==> config.mk <==
export PLATFORM = sky130hd
export DESIGN_NAME = unsigned_96bit_alu_top
export DESIGN_NICKNAME = d
export VERILOG_FILES = /design/src/hdl/ua96_pkg.sv /design/src/hdl/ua96_core.sv /design/src/hdl/ua96_obuf.sv /design/src/hdl/unsigned_96bit_alu_top.sv
export SDC_FILE = /design/constraint.sdc
export NUM_CORES = 2
export LEC_CHECK = 0
export ABC_AREA = 1
export ABC_CLOCK_PERIOD_IN_PS = 9700
export BUFFER_PORTS_ARGS = -buffer_cell sky130_fd_sc_hd__buf_4
export CORE_AREA = 4 4 390 392
export CTS_CLUSTER_SIZE = 14
export DETAILED_ROUTE_END_ITERATION = 7
export DIE_AREA = 0 0 394 396
export GPL_ROUTABILITY_DRIVEN = 1
export HOLD_SLACK_MARGIN = 0.06
export SYNTH_ARGS = -nofsm -noshare
export SYNTH_HDL_FRONTEND = slang
export SYNTH_SLANG_ARGS = --single-unit
==> constraint.sdc <==
create_clock -name clk -period 9.7 [get_ports clk]
set_input_delay 1.455 -clock clk [delete_from_list [all_inputs] [get_ports clk]]
set_output_delay 1.455 -clock clk [all_outputs]
set_load 0.1 [all_outputs]
==> src/hdl/ua96_pkg.sv <==
`timescale 1ns / 1ps
// ----------------------------------------------------------------------------
// ua96_pkg
// Shared types and constants for the unsigned serial ALU.
// ----------------------------------------------------------------------------
package ua96_pkg;

	localparam int LOW_BITS = 64;

	typedef enum logic [1:0] {
		CMD_ADD = 2'd0,
		CMD_SUB = 2'd1,
		CMD_MUL = 2'd2,
		CMD_DIV = 2'd3
	} cmd_t;

	typedef struct packed {
		logic carry_overflow;
		logic divide_by_zero;
	} flags_t;

	typedef struct packed {
		logic idle;
		logic done;
	} core_stat_t;

endpackage

==> src/hdl/ua96_core.sv <==
`timescale 1ns / 1ps
// ----------------------------------------------------------------------------
// ua96_core
// Iterative datapath: one operand bit per cycle for all four commands.
// ----------------------------------------------------------------------------
module ua96_core #(
	parameter int N = 96
) (
	input  logic                clk,
	input  logic                arst_n,
	input  logic                start,
	input  ua96_pkg::cmd_t      cmd,
	input  logic [N-1:0]        a,
	input  logic [N-1:0]        b,
	input  logic                ack,
	output ua96_pkg::core_stat_t stat,
	output logic [N-1:0]        result,
	output logic [N-1:0]        remainder,
	output ua96_pkg::flags_t    flags
);
	import ua96_pkg::*;

	localparam int CW = $clog2(N);

	typedef enum logic [2:0] {
		ST_IDLE = 3'b001,
		ST_RUN  = 3'b010,
		ST_DONE = 3'b100
	} state_t;

	state_t         state_q;
	logic [CW-1:0]  cnt_q;
	cmd_t           cmd_q;
	logic [N-1:0]   a_q, b_q, acc_q;
	logic           carry_q, ovf_q, dz_q;

	logic [N-1:0]   a_d, b_d, acc_d;
	logic           carry_d, ovf_d;

	// step logic
	logic           bit_b, bit_s;
	logic [N-1:0]   sh, rem2;
	logic [N:0]     msum, diff;
	logic           take;

	always_comb begin
		bit_b = (cmd_q == CMD_SUB) ? ~b_q[0] : b_q[0];
		bit_s = a_q[0] ^ bit_b ^ carry_q;
		sh    = {acc_q[N-2:0], 1'b0};
		msum  = {1'b0, sh} + {1'b0, a_q};
		rem2  = {acc_q[N-2:0], a_q[N-1]};
		diff  = {1'b0, rem2} - {1'b0, b_q};
		take  = acc_q[N-1] | ~diff[N];

		a_d     = a_q;
		b_d     = b_q;
		acc_d   = acc_q;
		carry_d = carry_q;
		ovf_d   = ovf_q;
		case (cmd_q)
			CMD_ADD, CMD_SUB: begin
				// LSB first; the sum bit enters at the top of a_q
				a_d     = {bit_s, a_q[N-1:1]};
				b_d     = {1'b0, b_q[N-1:1]};
				carry_d = (a_q[0] & bit_b) | (a_q[0] & carry_q) | (bit_b & carry_q);
			end
			CMD_MUL: begin
				// MSB of b first, shift-add into acc
				b_d   = {b_q[N-2:0], 1'b0};
				acc_d = b_q[N-1] ? msum[N-1:0] : sh;
				ovf_d = ovf_q | acc_q[N-1] | (b_q[N-1] & msum[N]);
			end
			CMD_DIV: begin
				// restoring division; quotient bits fill a_q from the bottom
				acc_d = take ? diff[N-1:0] : rem2;
				a_d   = {a_q[N-2:0], take};
			end
			default: begin
				a_d = a_q;
			end
		endcase
	end

	always_ff @(posedge clk or negedge arst_n) begin
		if (!arst_n) begin
			state_q <= ST_IDLE;
			cnt_q   <= '0;
		end else begin
			case (state_q)
				ST_IDLE: begin
					if (start) begin
						cnt_q <= CW'(N - 1);
						if (cmd == CMD_DIV && b == '0)
							state_q <= ST_DONE;
						else
							state_q <= ST_RUN;
					end
				end
				ST_RUN: begin
					if (cnt_q == '0)
						state_q <= ST_DONE;
					else
						cnt_q <= cnt_q - CW'(1);
				end
				ST_DONE: begin
					if (ack)
						state_q <= ST_IDLE;
				end
				default: begin
					state_q <= ST_IDLE;
				end
			endcase
		end
	end

	always_ff @(posedge clk) begin
		if (state_q == ST_IDLE && start) begin
			cmd_q   <= cmd;
			a_q     <= a;
			b_q     <= b;
			acc_q   <= '0;
			carry_q <= (cmd == CMD_SUB);
			ovf_q   <= 1'b0;
			dz_q    <= (cmd == CMD_DIV) && (b == '0);
		end else if (state_q == ST_RUN) begin
			a_q     <= a_d;
			b_q     <= b_d;
			acc_q   <= acc_d;
			carry_q <= carry_d;
			ovf_q   <= ovf_d;
		end
	end

	always_comb begin
		stat.idle = (state_q == ST_IDLE);
		stat.done = (state_q == ST_DONE);
		result    = '0;
		remainder = '0;
		flags     = '0;
		case (cmd_q)
			CMD_ADD: begin
				result               = a_q;
				flags.carry_overflow = carry_q;
			end
			CMD_SUB: begin
				result = a_q;
			end
			CMD_MUL: begin
				result               = ovf_q ? '0 : acc_q;
				flags.carry_overflow = ovf_q;
			end
			CMD_DIV: begin
				if (dz_q) begin
					flags.divide_by_zero = 1'b1;
				end else begin
					result    = a_q;
					remainder = acc_q;
				end
			end
			default: begin
				result = '0;
			end
		endcase
	end

endmodule

==> src/hdl/ua96_obuf.sv <==
`timescale 1ns / 1ps
// ----------------------------------------------------------------------------
// ua96_obuf
// Output word register; holds a finished word until the receiver takes it.
// ----------------------------------------------------------------------------
module ua96_obuf #(
	parameter int N = 96
) (
	input  logic             clk,
	input  logic             arst_n,
	input  logic             load_req,
	input  logic [N-1:0]     result_in,
	input  logic [N-1:0]     remainder_in,
	input  ua96_pkg::flags_t flags_in,
	output logic             load_ack,
	output logic             valid,
	input  logic             stall,
	output logic [N-1:0]     result,
	output logic [N-1:0]     remainder,
	output ua96_pkg::flags_t flags
);
	import ua96_pkg::*;

	logic       valid_q;
	logic [N-1:0] result_q, remainder_q;
	flags_t     flags_q;

	assign load_ack = load_req && (!valid_q || !stall);

	always_ff @(posedge clk or negedge arst_n) begin
		if (!arst_n)
			valid_q <= 1'b0;
		else if (load_ack)
			valid_q <= 1'b1;
		else if (!stall)
			valid_q <= 1'b0;
	end

	always_ff @(posedge clk) begin
		if (load_ack) begin
			result_q    <= result_in;
			remainder_q <= remainder_in;
			flags_q     <= flags_in;
		end
	end

	assign valid     = valid_q;
	assign result    = result_q;
	assign remainder = remainder_q;
	assign flags     = flags_q;

endmodule

==> src/hdl/unsigned_96bit_alu_top.sv <==
`timescale 1ns / 1ps
// ----------------------------------------------------------------------------
// unsigned_96bit_alu_top
// Unsigned add / subtract / multiply / divide on OPERAND_BITS-bit operands.
// ----------------------------------------------------------------------------
// Input channel: in_valid / in_stall with command and the two operands, each
// as a 64-bit low part and an (OPERAND_BITS-64)-bit high part. Output channel:
// out_valid / out_stall with result, remainder and two flags. A word moves at
// a clock edge where valid is high and stall is low.
// Every command runs through the same serial sequencer, one operand bit per
// cycle: add and subtract ripple one carry bit a cycle, multiply and divide
// take one bit of b (or a) per step against a full-width adder. A word goes
// from acceptance through the run loop to the done state and then into the
// output register; divide by zero skips the loop. One word is in work at a
// time: in_stall stays high until the finished word has left the core.
// A finished word sits in the output register while the next one is taken
// and computed; if the receiver still stalls when that one is done, the core
// holds it and in_stall stays high until the output register drains.
// Reset clears the sequencer and the output valid; no word is pending after.
// ----------------------------------------------------------------------------
module unsigned_96bit_alu_top #(
	parameter int OPERAND_BITS = 96
) (
	input  logic                     clk,
	input  logic                     arst_n,
	input  logic                     in_valid,
	output logic                     in_stall,
	input  logic [1:0]               command,
	input  logic [63:0]              a_low,
	input  logic [OPERAND_BITS-65:0] a_high,
	input  logic [63:0]              b_low,
	input  logic [OPERAND_BITS-65:0] b_high,
	output logic                     out_valid,
	input  logic                     out_stall,
	output logic [63:0]              result_low,
	output logic [OPERAND_BITS-65:0] result_high,
	output logic [63:0]              remainder_low,
	output logic [OPERAND_BITS-65:0] remainder_high,
	output logic                     carry_overflow,
	output logic                     divide_by_zero
);
	import ua96_pkg::*;

	localparam int N = OPERAND_BITS;

	core_stat_t   stat;
	logic         start, ack;
	logic [N-1:0] core_result, core_rem, buf_result, buf_rem;
	flags_t       core_flags, buf_flags;

	assign in_stall = !stat.idle;
	assign start    = in_valid && stat.idle;

	ua96_core #(.N(N)) u_core (
		.clk       (clk),
		.arst_n    (arst_n),
		.start     (start),
		.cmd       (cmd_t'(command)),
		.a         ({a_high, a_low}),
		.b         ({b_high, b_low}),
		.ack       (ack),
		.stat      (stat),
		.result    (core_result),
		.remainder (core_rem),
		.flags     (core_flags)
	);

	ua96_obuf #(.N(N)) u_obuf (
		.clk          (clk),
		.arst_n       (arst_n),
		.load_req     (stat.done),
		.result_in    (core_result),
		.remainder_in (core_rem),
		.flags_in     (core_flags),
		.load_ack     (ack),
		.valid        (out_valid),
		.stall        (out_stall),
		.result       (buf_result),
		.remainder    (buf_rem),
		.flags        (buf_flags)
	);

	assign result_low     = buf_result[LOW_BITS-1:0];
	assign result_high    = buf_result[N-1:LOW_BITS];
	assign remainder_low  = buf_rem[LOW_BITS-1:0];
	assign remainder_high = buf_rem[N-1:LOW_BITS];
	assign carry_overflow = buf_flags.carry_overflow;
	assign divide_by_zero = buf_flags.divide_by_zero;

endmodule

* Yosys cells after proc, flatten, opt, wreduce, memory -nomap -nowiden
Index checks and enable logic that the tools add are counted.
** Storage, ports and cells
- Register bits after elaboration :: 498
- Bits in latches :: 0
- Memory bits (writable) :: 0
- Bits in read-only memories :: 0
- Input port bits :: 198
- Output and inout bits :: 196
- Word-level logic and storage cells :: 98
- Memories :: 0
** Cells by class
- $add $sub $neg :: 3
- Multipliers :: 0
- Div/mod/pow operators :: 0
- $lt $le $gt $ge :: 0
- Equal/unequal tests :: 13
- Shifts and indexed selects :: 0
- Multiplexer cells :: 28
- Bitwise logic cells :: 14
- Reductions and logical operators :: 26
** Operators by type and width (count)
- two-way mux 96 bit :: 8
- one-hot mux 96 bit (2 select lines) :: 3
- one-hot mux 96 bit (3 select lines) :: 1
- adder 96 x 96 -> 97 bit :: 1
- subtractor 96 x 96 -> 97 bit :: 1
- zero test 96 bit :: 1
- two-way mux 7 bit :: 2
- one-hot mux 7 bit (2 select lines) :: 1
- two-way mux 3 bit :: 4
- AND reduction 2 bit :: 5
- one-hot mux 3 bit (3 select lines) :: 1
- nonzero test 2 bit :: 4
- zero test 7 bit :: 1
- two-way mux 1 bit :: 7
- subtractor 7 x 1 -> 7 bit, second input constant :: 1
- == test 2 bit, second input constant :: 3
- inequality test 2 x 1 -> 1 bit, second input constant :: 3
- AND reduction 3 bit :: 2
- nonzero test 3 bit :: 2
- bitwise OR 1 bit :: 5
- AND 1 bit :: 4
- == test 2 x 1 -> 1 bit, second input constant :: 2
- logical AND 1 bit :: 4
- inequality test 2 bit, second input constant :: 2
- 10 further kinds :: 16

* Logic depth before layout (Yosys ltp)
- Word-level depth :: 8
- Mapped depth :: 23
- Mapped depth without buffers :: 21

* Cells and area by module
Synthesis repeated with hierarchy kept, for this count alone.
** Unflattened totals
- Cell total of the unflattened synthesis :: 7062
- Area, all modules :: 43476.7 sq um
** Modules (own cells, without submodules)
- ua96_core :: instances 1, cells an instance 6860, area an instance 37594.8 sq um, sequential area each 8079.0 sq um
- ua96_obuf :: instances 1, cells an instance 199, area an instance 5870.6 sq um, sequential area each 5850.6 sq um
- unsigned_96bit_alu_top :: instances 1, cells an instance 3, area an instance 11.3 sq um, sequential area each 0.0 sq um

* Worst setup path before layout
No wires, ideal clock.
- Path kind :: input-to-reg
- Start :: in out_stall
- End :: reg u_obuf.flags_q (netlist bit u_obuf.flags[0]), enable pin
- Setup time :: 0.751 ns
- Arrival time :: 9.635 ns
- Data required time :: 8.949 ns
- Path slack :: -0.686 ns
- Stages on the path :: 3
- Buffers on the path :: 0
- Cell sequence :: nand2_1 inv_1 nor2_1
** Between the ends
- Cells in the longest elaborated chain, start to end :: 3
** Ends and longest elaborated chain
- start, declared :: RTL line unsigned_96bit_alu_top.sv:34 : input logic out_stall,
- zero test 1 bit :: RTL line ua96_obuf.sv:28 : assign load_ack = load_req && (!valid_q || !stall);
- logical OR 1 bit :: RTL line ua96_obuf.sv:28
- logical AND 1 bit :: RTL line ua96_obuf.sv:28
- named net ack :: RTL line unsigned_96bit_alu_top.sv:47 : logic start, ack;
- end signal, assigned :: RTL line ua96_obuf.sv:43 : flags_q <= flags_in;
- end, declared :: RTL line ua96_obuf.sv:26 : flags_t flags_q;
The timed path passes the listed nets, and every way through them passes these cells.
A chain may end at the register's enable or synchronous reset.

* Worst setup path after layout
- Start :: reg u_core.state_q[0]
- End :: reg u_core.a_q[76], enable pin
** Between the ends
- Cells in the longest elaborated chain, start to end :: 5
- Elaborated cells on any way between the ends :: 7
- Classes of those cells :: 2 x eq/ne; 5 x reduce/logical
** Ends and longest elaborated chain
- start, declared :: RTL line ua96_core.sv:31 : state_t state_q;
- start signal, assigned :: RTL line ua96_core.sv:86 : state_q <= ST_IDLE;
- start signal, assigned :: RTL line ua96_core.sv:94 : state_q <= ST_DONE;
- start signal, assigned :: RTL line ua96_core.sv:96 : state_q <= ST_RUN;
- == test 3 x 1 -> 1 bit :: RTL line ua96_core.sv:117, ua96_core.sv:135
- logical AND 1 bit :: RTL line unsigned_96bit_alu_top.sv:52 : assign start = in_valid && stat.idle;
- logical AND 1 bit :: RTL line ua96_core.sv:117 : if (state_q == ST_IDLE && start) begin
- nonzero test 3 bit (no source line) / nonzero test 2 bit (equally long branches)
- AND reduction 2 bit (no source line) *
- end signal, assigned :: RTL line ua96_core.sv:119 : a_q <= a;
- end signal, assigned :: RTL line ua96_core.sv:126 : a_q <= a_d;
- end, declared :: RTL line ua96_core.sv:34 : logic [N-1:0] a_q, b_q, acc_q;
Every way passes the cells marked *; elsewhere a longest branch is shown, timed or not.

==> run_summary.xml <==
<?xml version="1.0" encoding="UTF-8"?>
<metrics>
  <group name="run_status">
    <metric name="outcome" unit="">finished clean</metric>
  </group>
  <group name="floorplanning">
    <metric name="top_level_ports" unit="">394</metric>
    <metric name="floorplan.rows" unit="">142</metric>
    <metric name="die-area" unit="sq mm">0.156</metric>
    <metric name="die_extent_in_x" unit="um">394</metric>
    <metric name="die_height" unit="um">396</metric>
    <metric name="core-area" unit="sq mm">0.149</metric>
    <metric name="start_util" unit="%">29.8</metric>
  </group>
  <group name="min_path">
    <metric name="whs_endpoint" unit="">u_core.ovf_q$_SDFFE_PP0P_</metric>
    <metric name="path_type_of_the_worst_min_delay_path" unit="">register to register</metric>
    <metric name="whs_path_depth" unit="">2</metric>
    <metric name="holdCritStartpoint" unit="">u_core.ovf_q$_SDFFE_PP0P_</metric>
  </group>
  <group name="power_and_ir_drop">
    <metric name="irDropWorstVdd" unit="uV">183</metric>
    <metric name="cellPowerDensity" unit="mW/mm^2">360</metric>
    <metric name="p_total" unit="W">0.0184</metric>
    <metric name="power.leakage" unit="nW">26.1</metric>
  </group>
  <group name="logic_synthesis">
    <metric name="synth.cell_area" unit="sq mm">0.0444</metric>
    <metric name="yosys.area_share.xor_xnor" unit="%">1.84</metric>
    <metric name="yosysSeqAreaShare" unit="%">31.4</metric>
    <metric name="adder_and_majority_gate_portion_of_the_synthesized_area" unit="%">5.58</metric>
    <metric name="synth_mux_area_share" unit="%">0</metric>
    <metric name="ys.warnings.count" unit="">0</metric>
    <metric name="synth-simple-area-share" unit="%">35.5</metric>
    <metric name="largest_family_of_logic_cells_by_synthesized_area" unit="">simple AND/OR/NAND/NOR gates</metric>
    <metric name="synthesis.nets" unit="">7727</metric>
    <metric name="seq_cells_post_synth" unit="">498</metric>
    <metric name="synthCells" unit="">7333</metric>
    <metric name="post_synth_num_cell_types" unit="">50</metric>
    <metric name="avgSynthCellArea" unit="sq um">6.05</metric>
    <metric name="compound_gate_fraction_of_synth_area" unit="%">11.1</metric>
  </group>
  <group name="clocking">
    <metric name="cts_resized" unit="">0</metric>
    <metric name="cts-hold-fix-buffers" unit="">0</metric>
    <metric name="clock_latency" unit="ns">0.69</metric>
    <metric name="clk_path_buf_depth" unit="">3</metric>
    <metric name="htree_num_levels" unit="">2</metric>
    <metric name="worst_setup_hold_path_clk_slew" unit="ns">0.07</metric>
    <metric name="cts_num_sinks" unit="">498</metric>
    <metric name="cts_setup_buffers" unit="">0</metric>
    <metric name="cts_tree" unit="">built</metric>
    <metric name="clock_tree.root_cell" unit="">sky130_fd_sc_hd__clkbuf_16</metric>
    <metric name="cts_made_buffers" unit="">59</metric>
  </group>
  <group name="sta">
    <metric name="final-hold-violation-count" unit="">0</metric>
    <metric name="finalCritPeriodShare" unit="%">43.5</metric>
    <metric name="report.final.setup_viol" unit="">0</metric>
    <metric name="tightest_slew" unit="ns">1.22</metric>
    <metric name="grt_setup_unrepaired" unit="">false</metric>
    <metric name="max_freq" unit="GHz">0.237</metric>
    <metric name="finalClockSkew" unit="ns">0.0458</metric>
    <metric name="max-slew-margin-rel" unit="%">18.7</metric>
    <metric name="setup_total_negative_slack" unit="ns">0</metric>
    <metric name="finalMaxSlewViolations" unit="">0</metric>
    <metric name="fin_crit" unit="ns">4.22</metric>
    <metric name="hold_ws" unit="ns">0.484</metric>
  </group>
  <group name="setup_path">
    <metric name="cp_cell_sequence" unit="">inv_1 -&gt; nor3_1 -&gt; inv_1 -&gt; nor2_4 -&gt; inv_8 -&gt; buf_4 -&gt; o21ai_4 -&gt; buf_4 -&gt; buf_4</metric>
    <metric name="cp-start-kind" unit="">register</metric>
    <metric name="reg2reg_depth" unit="">9</metric>
    <metric name="crit_path_end_kind" unit="">register</metric>
    <metric name="timing_worst_setup_path_type" unit="">register to register</metric>
    <metric name="r2r-start" unit="">u_core.state_q[0]$_DFFE_PN1P_</metric>
    <metric name="worstPathArrival" unit="ns">4.51</metric>
    <metric name="cp_slowest_stage_delay" unit="ns">0.70</metric>
    <metric name="worst_ep_required_time" unit="ns">9.98</metric>
    <metric name="crit_slowest_cell" unit="">sky130_fd_sc_hd__buf_4</metric>
    <metric name="worst-path-max-fanout" unit="">90</metric>
    <metric name="crit_path_frequent_cell" unit="">sky130_fd_sc_hd__buf_4</metric>
    <metric name="setup.reg_to_reg.worst_slack" unit="ns">5.48</metric>
    <metric name="timing.rr.end" unit="">u_core.a_q[76]$_DFFE_PP_</metric>
  </group>
  <group name="detailed_routing">
    <metric name="drt.antenna.violating_nets" unit="">0</metric>
    <metric name="first_iter_violations" unit="">4559</metric>
    <metric name="remaining_drc_errors" unit="">0</metric>
    <metric name="wl_per_cell" unit="um">20.8</metric>
    <metric name="dr_total_vias" unit="">47200</metric>
    <metric name="routed_wirelength" unit="um">200000</metric>
    <metric name="drtPass1Iterations" unit="">8</metric>
    <metric name="via_per_inst" unit="">4.91</metric>
  </group>
  <group name="finish">
    <metric name="layout_common_cells" unit="">sky130_fd_sc_hd__nand2_1 (2654), sky130_fd_sc_hd__inv_1 (1443), sky130_fd_sc_hd__nor2_1 (748)</metric>
    <metric name="drive_above_1_share" unit="%">7.97</metric>
    <metric name="layout.cells.most_common" unit="">sky130_fd_sc_hd__nand2_1</metric>
    <metric name="layout.nets" unit="">7995</metric>
    <metric name="syn_to_final_growth" unit="%">15.4</metric>
    <metric name="finalInstanceArea" unit="sq mm">0.0512</metric>
    <metric name="stdcell_count" unit="">9596</metric>
  </group>
  <group name="grt">
    <metric name="largest_net_degree_at_the_start_of_global_routing" unit="">186</metric>
    <metric name="grt_pass1_vias" unit="">44100</metric>
    <metric name="globalRouteOverflowTotal" unit="">0</metric>
    <metric name="antenna_found_initial" unit="">8</metric>
    <metric name="groute.usage.overall" unit="%">24.6</metric>
    <metric name="grt_pass1_wl" unit="um">287000</metric>
  </group>
  <group name="placement">
    <metric name="io_buffer_count" unit="">393</metric>
    <metric name="postPlaceCellArea" unit="sq mm">0.0492</metric>
    <metric name="place.detailed.hpwl" unit="um">166000</metric>
    <metric name="post-place-cells" unit="">9484</metric>
    <metric name="gp_routability_congestion" unit="">1.03</metric>
  </group>
  <group name="job">
    <metric name="max-cap-violations" unit="">0</metric>
  </group>
</metrics>
==> worst max path at each step <==
stage                                             start                  endpoint  slack (ns)  cells after the start
final                     u_core.state_q[0]$_DFFE_PN1P_  u_core.a_q[76]$_DFFE_PP_        5.48                      9
after global placement                         in_valid  u_core.a_q[94]$_DFFE_PP_        4.79                      8
after global routing      u_core.state_q[0]$_DFFE_PN1P_  u_core.a_q[76]$_DFFE_PP_        5.13                      9
after detailed placement                       in_valid  u_core.a_q[92]$_DFFE_PP_        4.72                      8
after floorplan               u_core.cmd_q[1]$_DFFE_PP_   u_core.a_q[0]$_DFFE_PP_        0.90                      6
after CTS                 u_core.state_q[0]$_DFFE_PN1P_  u_core.a_q[76]$_DFFE_PP_        5.37                      9
==> area by class of cell <==
cell class / instances / area, sq um
Timing Repair Buffer: 423 / 3210
Clock inverter: 35 / 369
Fill cell: 16600 / 97700
Clock buffer: 74 / 1610
Multi-Input combinational cell: 5135 / 24000
Sequential cell: 498 / 13900
Tap cell: 1944 / 2430
Antenna cell: 3 / 7.51
Inverter: 1484 / 5580
==> per-layer routing <==
layer | vias to the layer above | part of all wire, % | global-route usage (%)
met3 | 252 | 7.1 | 3.12
met2 | 1663 | 43 | 38.6
li1 | 23400 | - | -
met1 | 21900 | 46 | 35.1
met4 | 6 | 3.4 | 7.60
met5 | - | 0.017 | 0
==> state kept, by name, summed over array words and instances (netlist names) <==
signal and flops:
u_core.a_q 96, u_core.acc_q 96, u_core.b_q 96, u_obuf.remainder 96, u_obuf.result 96, u_core.cnt_q 7, u_core.state_q 3, u_core.cmd_q 2
u_obuf.flags 2, u_core.carry_q 1, u_core.dz_q 1, u_core.ovf_q 1, u_obuf.valid 1
==> Yosys cell counts (all sizes together) <==
cell type,count,area [sq um]
nand2,2667,10100
inv,1479,5550
nor2,774,2980
edfxtp,390,11700
o21ai,364,1820
a21oi,325,1650
nand3,322,1620
ha,193,2410
clkbuf,175,657
a31oi,129,807
dfxtp,97,1940
nand4,94,588
xor2,63,552
o211ai,57,428
nor3,42,210
buf,41,228
xnor2,30,263
o21bai,20,150
and2,17,106
nor4,14,93.8
dfrtp,10,250
clkinv,5,18.8
nand3b,5,37.5
fa,3,60.1
o22ai,3,18.8
a21boi,2,15.0
a21o,2,15.0
nor3b,2,15.0
or2,2,12.5
a211o,1,8.76
a211oi,1,7.51
dfstp,1,26.3
nor2b,1,6.26
o221ai,1,8.76
o31ai,1,7.51
==> logic make-up (layout without fill, tap and decap cells) <==
family	Yosys count	after routing
DFF	498	498
buffers and inverters	1700	2016
and+or+nand+nor	3940	3940
adders and majority gates	196	196
xor gates and xnor gates	93	93
other	0	3
AOI/OAI and AO/OA	906	906
==> power by group <==
part           switching (W)  internal, W  total, W
logic                0.00855      0.00332    0.0119
clock network        0.00101      0.00132   0.00233
registers           0.000956      0.00327   0.00423
total                 0.0105      0.00791    0.0184
==> critical path, delay by kind of cell (launching register included) <==
kind | cells | cell delay, ns
compound gates | 1 | 0.10
buf+inv | 6 | 2.15
flops | 1 | 0.53
simple gates | 2 | 0.81
==> per-stage QoR <==
step / setup slack [ns] / utilization (%)
after floorplan: 0.901 / -
after CTS: 5.37 / 34.4
after global routing: 5.13 / 34.4
after global placement: 4.79 / 33.0
final: 5.48 / 34.4
after detailed placement: 4.72 / 33.0
Power figures use the tool's default switching activity.
